--- src/design/dtmf_pkg.sv ---
package dtmf_pkg;

   localparam int PHASE_W = 24;
   localparam int LEN_W   = 16;
   localparam int DUTY_W  = 10;
   localparam int SINE_W  = 7;

   localparam logic [1:0] KIND_TICK   = 2'd0;
   localparam logic [1:0] KIND_DUAL   = 2'd1;
   localparam logic [1:0] KIND_SINGLE = 2'd2;

   localparam logic [DUTY_W-1:0] DUTY_OFFSET = 10'd319;
   localparam logic [15:0]       SINGLE_MULT = 16'd49250;

   typedef struct packed {
      logic [1:0]       kind;
      logic [3:0]       digit;
      logic [15:0]      frequency;
      logic [LEN_W-1:0] tone_length;
   } req_type;

   typedef struct packed {
      logic [DUTY_W-1:0] duty;
      logic              busy_res;
      logic              tone_end;
   } rsp_type;

   function automatic logic [SINE_W-1:0] sine_lookup(input logic [5:0] idx);
      logic [SINE_W-1:0] v;
      case (idx)
         6'd0:  v = 7'd50;   6'd1:  v = 7'd55;   6'd2:  v = 7'd60;   6'd3:  v = 7'd65;
         6'd4:  v = 7'd69;   6'd5:  v = 7'd74;   6'd6:  v = 7'd78;   6'd7:  v = 7'd82;
         6'd8:  v = 7'd85;   6'd9:  v = 7'd89;   6'd10: v = 7'd92;   6'd11: v = 7'd94;
         6'd12: v = 7'd96;   6'd13: v = 7'd98;   6'd14: v = 7'd99;   6'd15: v = 7'd100;
         6'd16: v = 7'd100;  6'd17: v = 7'd100;  6'd18: v = 7'd99;   6'd19: v = 7'd98;
         6'd20: v = 7'd96;   6'd21: v = 7'd94;   6'd22: v = 7'd92;   6'd23: v = 7'd89;
         6'd24: v = 7'd85;   6'd25: v = 7'd82;   6'd26: v = 7'd78;   6'd27: v = 7'd74;
         6'd28: v = 7'd69;   6'd29: v = 7'd65;   6'd30: v = 7'd60;   6'd31: v = 7'd55;
         6'd32: v = 7'd50;   6'd33: v = 7'd45;   6'd34: v = 7'd40;   6'd35: v = 7'd35;
         6'd36: v = 7'd31;   6'd37: v = 7'd26;   6'd38: v = 7'd22;   6'd39: v = 7'd18;
         6'd40: v = 7'd15;   6'd41: v = 7'd11;   6'd42: v = 7'd8;    6'd43: v = 7'd6;
         6'd44: v = 7'd4;    6'd45: v = 7'd2;    6'd46: v = 7'd1;    6'd47: v = 7'd0;
         6'd48: v = 7'd0;    6'd49: v = 7'd0;    6'd50: v = 7'd1;    6'd51: v = 7'd2;
         6'd52: v = 7'd4;    6'd53: v = 7'd6;    6'd54: v = 7'd8;    6'd55: v = 7'd11;
         6'd56: v = 7'd15;   6'd57: v = 7'd18;   6'd58: v = 7'd22;   6'd59: v = 7'd26;
         6'd60: v = 7'd31;   6'd61: v = 7'd35;   6'd62: v = 7'd40;   6'd63: v = 7'd45;
         default: v = 7'd0;
      endcase
      return v;
   endfunction

   // row (low group) tone steps per digit; digits 10 and 13 to 15 are silent
   function automatic logic [15:0] row_step(input logic [3:0] digit);
      logic [15:0] v;
      case (digit)
         4'd0, 4'd11, 4'd12: v = 16'd39468;
         4'd1, 4'd2, 4'd3:   v = 16'd29234;
         4'd4, 4'd5, 4'd6:   v = 16'd32296;
         4'd7, 4'd8, 4'd9:   v = 16'd35735;
         default:            v = 16'd0;
      endcase
      return v;
   endfunction

   function automatic logic [15:0] col_step(input logic [3:0] digit);
      logic [15:0] v;
      case (digit)
         4'd1, 4'd4, 4'd7, 4'd11: v = 16'd50709;
         4'd0, 4'd2, 4'd5, 4'd8:  v = 16'd56036;
         4'd3, 4'd6, 4'd9, 4'd12: v = 16'd61950;
         default:                 v = 16'd0;
      endcase
      return v;
   endfunction

endpackage

--- src/design/dtmf_dual_tone_synth_top.sv ---
// channel | ports                           | payload
// --------+---------------------------------+--------------------------
// request | req_valid, req_stall, req_data  | dtmf_pkg::req_type
// result  | rsp_valid, rsp_stall, rsp_data  | dtmf_pkg::rsp_type
//
// One request per cycle while req_stall is low; its result is registered in the
// result register, or in the skid entry while a result waits. Critical path:
// 16x16 step multiply for single starts, or 24-bit phase add plus sine table and duty add for ticks.
// A two-entry output (result register plus skid) lets requests flow while a
// result waits; req_stall is high only when the skid entry is occupied.
// Synchronous active-high reset clears accumulators, steps, length and valids.
module dtmf_dual_tone_synth_top (
   input  logic              clock,
   input  logic              reset,
   input  logic              req_valid,
   output logic              req_stall,
   input  dtmf_pkg::req_type req_data,
   output logic              rsp_valid,
   input  logic              rsp_stall,
   output dtmf_pkg::rsp_type rsp_data
);

   logic [dtmf_pkg::PHASE_W-1:0] phase_row_ff, phase_row_in;
   logic [dtmf_pkg::PHASE_W-1:0] phase_col_ff, phase_col_in;
   logic [dtmf_pkg::PHASE_W-1:0] step_row_ff, step_row_in;
   logic [dtmf_pkg::PHASE_W-1:0] step_col_ff, step_col_in;
   logic [dtmf_pkg::LEN_W-1:0]   ticks_left_ff, ticks_left_in;
   logic                         dual_mode_ff, dual_mode_in;

   logic              rsp_valid_ff, rsp_valid_in;
   dtmf_pkg::rsp_type rsp_ff, rsp_in;
   logic              skid_valid_ff, skid_valid_in;
   dtmf_pkg::rsp_type skid_ff, skid_in;

   logic                         req_accept;
   logic                         out_take;
   logic [31:0]                  single_prod;
   logic [dtmf_pkg::PHASE_W-1:0] row_sum;
   logic [dtmf_pkg::PHASE_W-1:0] col_sum;
   logic [dtmf_pkg::SINE_W-1:0]  sine_a;
   logic [dtmf_pkg::SINE_W-1:0]  sine_b;
   dtmf_pkg::rsp_type            result;

   assign req_stall  = skid_valid_ff;
   assign req_accept = req_valid && !req_stall;
   assign out_take   = rsp_valid_ff && !rsp_stall;
   assign rsp_valid  = rsp_valid_ff;
   assign rsp_data   = rsp_ff;

   assign single_prod = 32'(req_data.frequency) * 32'(dtmf_pkg::SINGLE_MULT);
   assign row_sum     = phase_row_ff + step_row_ff;
   assign col_sum     = phase_col_ff + step_col_ff;
   assign sine_a      = dtmf_pkg::sine_lookup(row_sum[21:16]);
   assign sine_b      = dtmf_pkg::sine_lookup(col_sum[21:16]);

   always_comb begin
      phase_row_in  = phase_row_ff;
      phase_col_in  = phase_col_ff;
      step_row_in   = step_row_ff;
      step_col_in   = step_col_ff;
      ticks_left_in = ticks_left_ff;
      dual_mode_in  = dual_mode_ff;
      result.duty     = '0;
      result.tone_end = 1'b0;
      if (req_accept) begin
         case (req_data.kind)
            dtmf_pkg::KIND_DUAL: begin
               step_row_in   = {6'd0, dtmf_pkg::row_step(req_data.digit), 2'b00};
               step_col_in   = {6'd0, dtmf_pkg::col_step(req_data.digit), 2'b00};
               phase_row_in  = '0;
               phase_col_in  = '0;
               ticks_left_in = req_data.tone_length;
               dual_mode_in  = 1'b1;
            end
            dtmf_pkg::KIND_SINGLE: begin
               step_row_in   = single_prod[31:8];
               step_col_in   = '0;
               phase_row_in  = '0;
               phase_col_in  = '0;
               ticks_left_in = req_data.tone_length;
               dual_mode_in  = 1'b0;
            end
            dtmf_pkg::KIND_TICK: begin
               if (ticks_left_ff != '0) begin
                  phase_row_in = row_sum;
                  if (dual_mode_ff) begin
                     phase_col_in = col_sum;
                     result.duty  = 10'(sine_a) + 10'(sine_b) + dtmf_pkg::DUTY_OFFSET;
                  end else begin
                     result.duty  = 10'({sine_a, 1'b0}) + dtmf_pkg::DUTY_OFFSET;
                  end
                  ticks_left_in   = ticks_left_ff - 16'd1;
                  result.tone_end = (ticks_left_ff == 16'd1);
               end
            end
            default: begin
            end
         endcase
      end
      result.busy_res = (ticks_left_in != '0);
   end

   always_comb begin
      rsp_valid_in  = rsp_valid_ff;
      rsp_in        = rsp_ff;
      skid_valid_in = skid_valid_ff;
      skid_in       = skid_ff;
      if (skid_valid_ff) begin
         if (out_take) begin
            rsp_in        = skid_ff;
            skid_valid_in = 1'b0;
         end
      end else if (req_accept) begin
         if (!rsp_valid_ff || out_take) begin
            rsp_in       = result;
            rsp_valid_in = 1'b1;
         end else begin
            skid_in       = result;
            skid_valid_in = 1'b1;
         end
      end else if (out_take) begin
         rsp_valid_in = 1'b0;
      end
   end

   always_ff @(posedge clock) begin
      if (reset) begin
         phase_row_ff  <= '0;
         phase_col_ff  <= '0;
         step_row_ff   <= '0;
         step_col_ff   <= '0;
         ticks_left_ff <= '0;
         dual_mode_ff  <= 1'b0;
         rsp_valid_ff  <= 1'b0;
         skid_valid_ff <= 1'b0;
      end else begin
         phase_row_ff  <= phase_row_in;
         phase_col_ff  <= phase_col_in;
         step_row_ff   <= step_row_in;
         step_col_ff   <= step_col_in;
         ticks_left_ff <= ticks_left_in;
         dual_mode_ff  <= dual_mode_in;
         rsp_valid_ff  <= rsp_valid_in;
         skid_valid_ff <= skid_valid_in;
      end
   end

   always_ff @(posedge clock) begin
      rsp_ff  <= rsp_in;
      skid_ff <= skid_in;
   end

`ifndef SYNTHESIS
   skid_needs_main: assert property (@(posedge clock) disable iff (reset)
      skid_valid_ff |-> rsp_valid_ff)
      else $error("skid entry held while result register empty");

   end_is_final_tick: assert property (@(posedge clock) disable iff (reset)
      (rsp_valid_ff && rsp_ff.tone_end) |->
         (!rsp_ff.busy_res && rsp_ff.duty >= dtmf_pkg::DUTY_OFFSET))
      else $error("tone end with busy set or without a tone sample");

   idle_tick_holds_phase: assert property (@(posedge clock) disable iff (reset)
      (req_accept && req_data.kind == dtmf_pkg::KIND_TICK && ticks_left_ff == '0)
         |=> ($stable(phase_row_ff) && $stable(phase_col_ff) && ticks_left_ff == '0))
      else $error("tick with no tone left changed the accumulators");

   start_clears_phase: assert property (@(posedge clock) disable iff (reset)
      (req_accept && (req_data.kind == dtmf_pkg::KIND_DUAL ||
                      req_data.kind == dtmf_pkg::KIND_SINGLE))
         |=> (phase_row_ff == '0 && phase_col_ff == '0))
      else $error("start request did not clear the accumulators");
`endif

endmodule

--- config.mk ---
export PLATFORM = sky130hd
export DESIGN_NAME = dtmf_dual_tone_synth_top
export DESIGN_NICKNAME = d
export VERILOG_FILES = /design/src/design/dtmf_pkg.sv /design/src/design/dtmf_dual_tone_synth_top.sv
export SDC_FILE = /design/constraint.sdc
export NUM_CORES = 1
export LEC_CHECK = 0
export BUFFER_PORTS_ARGS = -buffer_cell sky130_fd_sc_hd__buf_2
export CAP_MARGIN = 20
export CORE_MARGIN = 2
export CORE_UTILIZATION = 40
export DETAILED_ROUTE_END_ITERATION = 7
export PLACE_DENSITY_LB_ADDON = 0.2
export SYNTH_ARGS = -nofsm -noshare
export SYNTH_HDL_FRONTEND = slang
export SYNTH_SLANG_ARGS = --single-unit
--- constraint.sdc ---
create_clock -name clock -period 12.1 [get_ports clock]
set_clock_uncertainty 0.1 [all_clocks]
set_input_delay 3.63 -clock clock [delete_from_list [all_inputs] [get_ports clock]]
set_output_delay 3.63 -clock clock [all_outputs]
set_load 0.02 [all_outputs]
# Word level (Yosys, flattened, before mapping)
# Memories as Yosys holds them, arrays and structs flattened.
# Index checks and enable logic that the tools add are counted.
[totals]
register_bits = 139
romBits = 1392
inputBits = 42
output_inout_bits = 14
word_cells = 82
mem_count = 4
[op_classes]
add_sub_neg = 6
multipliers = 1
eq_ne = 7
mux = 27
bitwise = 2
n_reduce_logical = 21
[mem_list]
columns = ["memory", "words", "width", "rd", "rd_clocked_by_memory_dff", "wr", "line_no", "source"]
rows = [
  ["(name not given)", 64, 7, 1, 0, 0, "dtmf_pkg.sv:30", "case (idx)"],
  ["(name not given)", 64, 7, 1, 0, 0, "dtmf_pkg.sv:30", ""],
  ["(name not given)", 16, 16, 1, 0, 0, "dtmf_pkg.sv:67", "case (digit)"],
  ["(name not given)", 16, 15, 1, 0, 0, "dtmf_pkg.sv:55", "case (digit)"],
]
[ops]
columns = ["op", "count"]
rows = [
  ["one-hot mux 24 bit (2 select lines)", 4],
  ["2-to-1 mux 24 bit", 3],
  ["adder 24 bit", 2],
  ["2-to-1 mux 12 bit", 4],
  ["2-to-1 mux 16 bit", 2],
  ["one-hot mux 16 bit (2 select lines)", 1],
  ["nonzero test 16 bit", 2],
  ["multiplier 16 x 15 -> 31 bit, second input constant", 1],
  ["2-to-1 mux 10 bit", 3],
  ["adder 8 x 9 -> 10 bit, second input constant", 2],
  ["== test 16 x 1 -> 1 bit, second input constant", 1],
  ["subtractor 16 x 1 -> 16 bit, second input constant", 1],
  ["AND reduction 3 bit", 4],
  ["nonzero test 2 bit", 5],
  ["2-to-1 mux 1 bit", 9],
  ["adder 7 x 7 -> 8 bit", 1],
  ["inequality test 2 x 1 -> 1 bit, second input constant", 2],
  ["inequality test 2 bit, second input constant", 2],
  ["AND reduction 4 bit", 1],
  ["logical NOT 1 bit", 3],
  ["== test 2 x 1 -> 1 bit, second input constant", 1],
  ["== test 2 bit, second input constant", 1],
  ["logical AND 1 bit", 2],
  ["logical NOT 2 bit", 1],
  ["5 further kinds", 6],
]

# Depth between registers and ports, before layout
# An unclocked memory read counts as a cell.
[depth]
depth_word = 10
depth_mapped = 33
mapped_depth_nobuf = 31

# Worst setup path after synthesis
# No wires, ideal clock.
[synth_timing]
path_type = "input-to-reg"
from = "input req_data[19] in the netlist's numbering"
to = "register step_row_ff[21] in the netlist's numbering"
setup_time_ns = 0.128
arrival_time_ns = 8.291
t_required_ns = 11.872
slack_ns = 3.581
cell_stages = 20
path_buffers = 0
cell_sequence = "ha_1 > fa_1 > ha_1 > ha_1 > ha_1 > ha_1 > fa_1 > a21o_1 > a21oi_1 > o21bai_1 > a21oi_1 > o21bai_1 > a41o_1 > o41a_1 > a41o_1 > o41ai_1 > o21ai_0 > xnor2_1 > a22oi_1 > nor2_1"
[synth_via]
elab_chain_len = 2
[synth_rtl]
columns = ["item", "line_no", "source"]
rows = [
  ["from (decl)", "dtmf_dual_tone_synth_top.sv:17", "input dtmf_pkg::req_type req_data,"],
  ["multiplier 16 x 15 -> 31 bit", "dtmf_dual_tone_synth_top.sv:50", "assign single_prod = 32'(req_data.frequency) * 32'(dtmf_pkg::SINGLE_MULT);"],
  ["one-hot mux 24 bit (2 select lines)", "dtmf_dual_tone_synth_top.sv:66", "case (req_data.kind)"],
  ["to (signal assigned)", "dtmf_dual_tone_synth_top.sv:139", "step_row_ff <= step_row_in;"],
  ["to (decl)", "dtmf_dual_tone_synth_top.sv:25", "logic [dtmf_pkg::PHASE_W-1:0] step_row_ff, step_row_in;"],
]
# No other way between the ends.
# A chain may end at the register's enable or synchronous reset.

# Final worst setup path
# Ends and elaborated chain as after synthesis.

==> metrics.txt <==
asr flop ratio synth 0; final non-filler cell total 1884; Max Used Layer met4; Post-CTS Resized 0; # placed instances 1851; Buf/Inv on CP 1; Max Cap Violations 0; clk_lat worst skew 0.43 ns; clock root buffer clkbuf_16; syn_nets 1734; total track usage 0.192; r2r worst-path depth 29; crit path DAT 8.79 ns; H-Tree Depth 4; PwrDens 125 mW/mm^2; Metal-1 WL 14800 um; Hold Fails Final Rpt 0; total number of vias 10400; Crit path max-delay family compound AO/OA/AOI/OAI gates; Final HPWL DP 22400 um; ANT nets after route 0; RSZ-0062 raised after global routing false; outcome finished, final reports clean; Synth Area per Inst 8.24 um^2; number of synthesized flops with an enable pin 24; placer congestion estimate 0.850; Crit. End Element flip-flop; number of global-route vias before repair 10200; average wire per standard cell 15.7 um; DRC viols 0; ant diodes 0; routed wire length 29600 um; most frequent cell after synthesis ha_1; first-pass GRT wire length 49900 um; total die area 0.0315 mm^2; top post-synthesis cells by count 202 x ha_1, 149 x nor2_1, 116 x inv_1, 108 x nand2_1, 102 x a21oi_1; # setup viols final 0; CTS sink count 114; Crit path required time 12.27 ns; worst-path cell chain buf_2, ha_1, fa_1, ha_1, ha_1, ha_1, ha_1, fa_1, a21o_1, a21oi_1, o21bai_1, a21oi_1, o21bai_1, a41o_1, o41a_1, a41o_1, o41ai_1, o21ai_0, xnor2_1, a22oi_1, nor2_1; cts bufs inserted 17; period utilization 0.712; drt first pass iters 5; Syn Std Cell Area 0.0120 mm^2; initial antenna violation count 0; Yosys warnings 0; fmax 116 MHz; vias per cell 5.54; most used cell, CP ha_1; Syn Inst Count 1463; Setup WS pre-CTS 3.06 ns; max_slew headroom 0.290; nets 1752; CP Class input pin to flip-flop; Setup WS post-layout 3.48 ns; Iteration-0 DRC Markers 639; I/O pin total 56; Pins Over Slew Limit 0; TNS Setup 0 ns; Met2 Routed Length 13200 um; sequential-to-total area share from yosys stat 0.209; synthesized flop and latch total 114; max incr delay on CP 0.47 ns; Finished Core Util 0.444; # port buffers 55; CTS tree built; worst ir drop on vdd 0.0925 mV; Synth Flop Type dfxtp_1; Layout area overhead 9.29%; number of cells on the critical path 21; Starting Density 0.407; Hold WC Path Type flip-flop to flip-flop; top post-synthesis cells by area ha_1 21%, dfxtp_1 15%, edfxtp_1 6.0%; post-route cell area 0.0132 mm^2; # Post-CTS Setup Buffers 0; Overflow after GRT 0; Std-Cell Rows 63; CTS max path bufs 2; critical-path maximum fanout 3; CP max stage cell fa_1; largest net degree at the start of global routing 92; Lkg Pwr 6.00 nW; Cell variety after synth 98; post-synth top area cell ha_1; Clk pin slew, worst setup/hold paths 0.06 ns; Final min period 8.62 ns; DIE HEIGHT 178 um; Die Width 178 um; Hold Path Cell Cnt 2; Slew @ Worst Pin 1.06 ns; Area after DPL 0.0126 mm^2; routed wl met3 936 um; Setup crit start kind input pin; FILL cells 2994; post-synth top area share 0.210; share of layout cells above drive strength 1 0.0984; Placeable Area 0.0296 mm^2; CTS Hold Bufs 0
[final timing paths]
| path | from | end | slack (ns) |
|---|---|---|---|
| worst max-delay path | req_data[19] | step_row_ff[21] | 3.48 |
| worst min register to register | step_row_ff[0] | step_row_ff[0] | 0.36 |
| worst min-delay path | step_row_ff[0] | step_row_ff[0] | 0.36 |
| worst max register to register | phase_row_ff[0] | rsp_data[9] | 5.15 |
[kinds of logic after synthesis]
family,synth area share
AND/OR/NAND/NOR,0.174
AO/OA/AOI/OAI,0.234
adder cells (fa/ha/maj),0.255
buffers and inverters,0.0623
flip-flops,0.209
XOR/XNOR,0.0517
multiplexers,0.0140
[final cells by class]
| class | count | area [um^2] | share of cell area |
|---|---|---|---|
| clock buffers | 17 | 425 | 0.0323 |
| multi-input cells | 1161 | 8780 | 0.666 |
| repair buffers | 68 | 373 | 0.0283 |
| inverters | 119 | 459 | 0.0349 |
| well taps | 390 | 488 | 0.0371 |
| clock inverters | 15 | 125 | 0.00950 |
| flip-flops and latches | 114 | 2520 | 0.192 |
[registers in the layout, summed over array words and instances (netlist names)]
signal         flops
rsp_data          12
step_col_ff        7
rsp_valid          1
step_row_ff       22
ticks_left_ff     16
dual_mode_ff       1
skid_ff           12
phase_row_ff      22
phase_col_ff      20
req_stall          1
[stage by stage]
| stage | hold slack, ns | power (W) |
|---|---|---|
| floorplan | 0.336 | 0.00100 |
| global placement | 0.344 | 0.00117 |
| detailed placement | 0.354 | 0.00117 |
| CTS | 0.362 | 0.00166 |
| global route | 0.383 | 0.00178 |
| finish | 0.358 | 0.00164 |
[tightest hold or removal path, delay by kind of cell (launching register included)]
kind             cells  cell delay, ns
AO/OA/AOI/OAI        1            0.05
flip-flops           1            0.31
AND/OR/NAND/NOR      1            0.05
[where the power goes]
group / total [W] / switching, W / internal, W
clock network: 0.000474 / 0.000207 / 0.000267
registers: 0.000425 / 0.0000151 / 0.000410
logic: 0.000742 / 0.000430 / 0.000312
total: 0.00164 / 0.000653 / 0.000989
[layout by cell type, fill, tap and decap left out, drive strengths merged, types with 9 or more instances in the layout]
cell and count:
or3 12, clkbuf 17, edfxtp 24, and2 10, a211oi 26, o21a 10, a22oi 50, inv 124
and3 13, nand2b 12, xnor2 49, a21o 20, nand3 31, o211ai 10, o21bai 9, o21ai 71
or2 9, nor2b 9, nand2 110, fa 27, xor2 20, nor2 151, buf 68, a31oi 15
nand4 15, ha 202, a21oi 102, nor3 47, dfxtp 90, o31ai 17
[layer usage]
layer	GRT usage	vias to the layer above
li1	-	5355
met1	0.263	4842
met3	0.0208	43
met2	0.314	202
met5	0	-
met4	0.0659	0
Note: power is estimated with default switching activity, not from simulation.
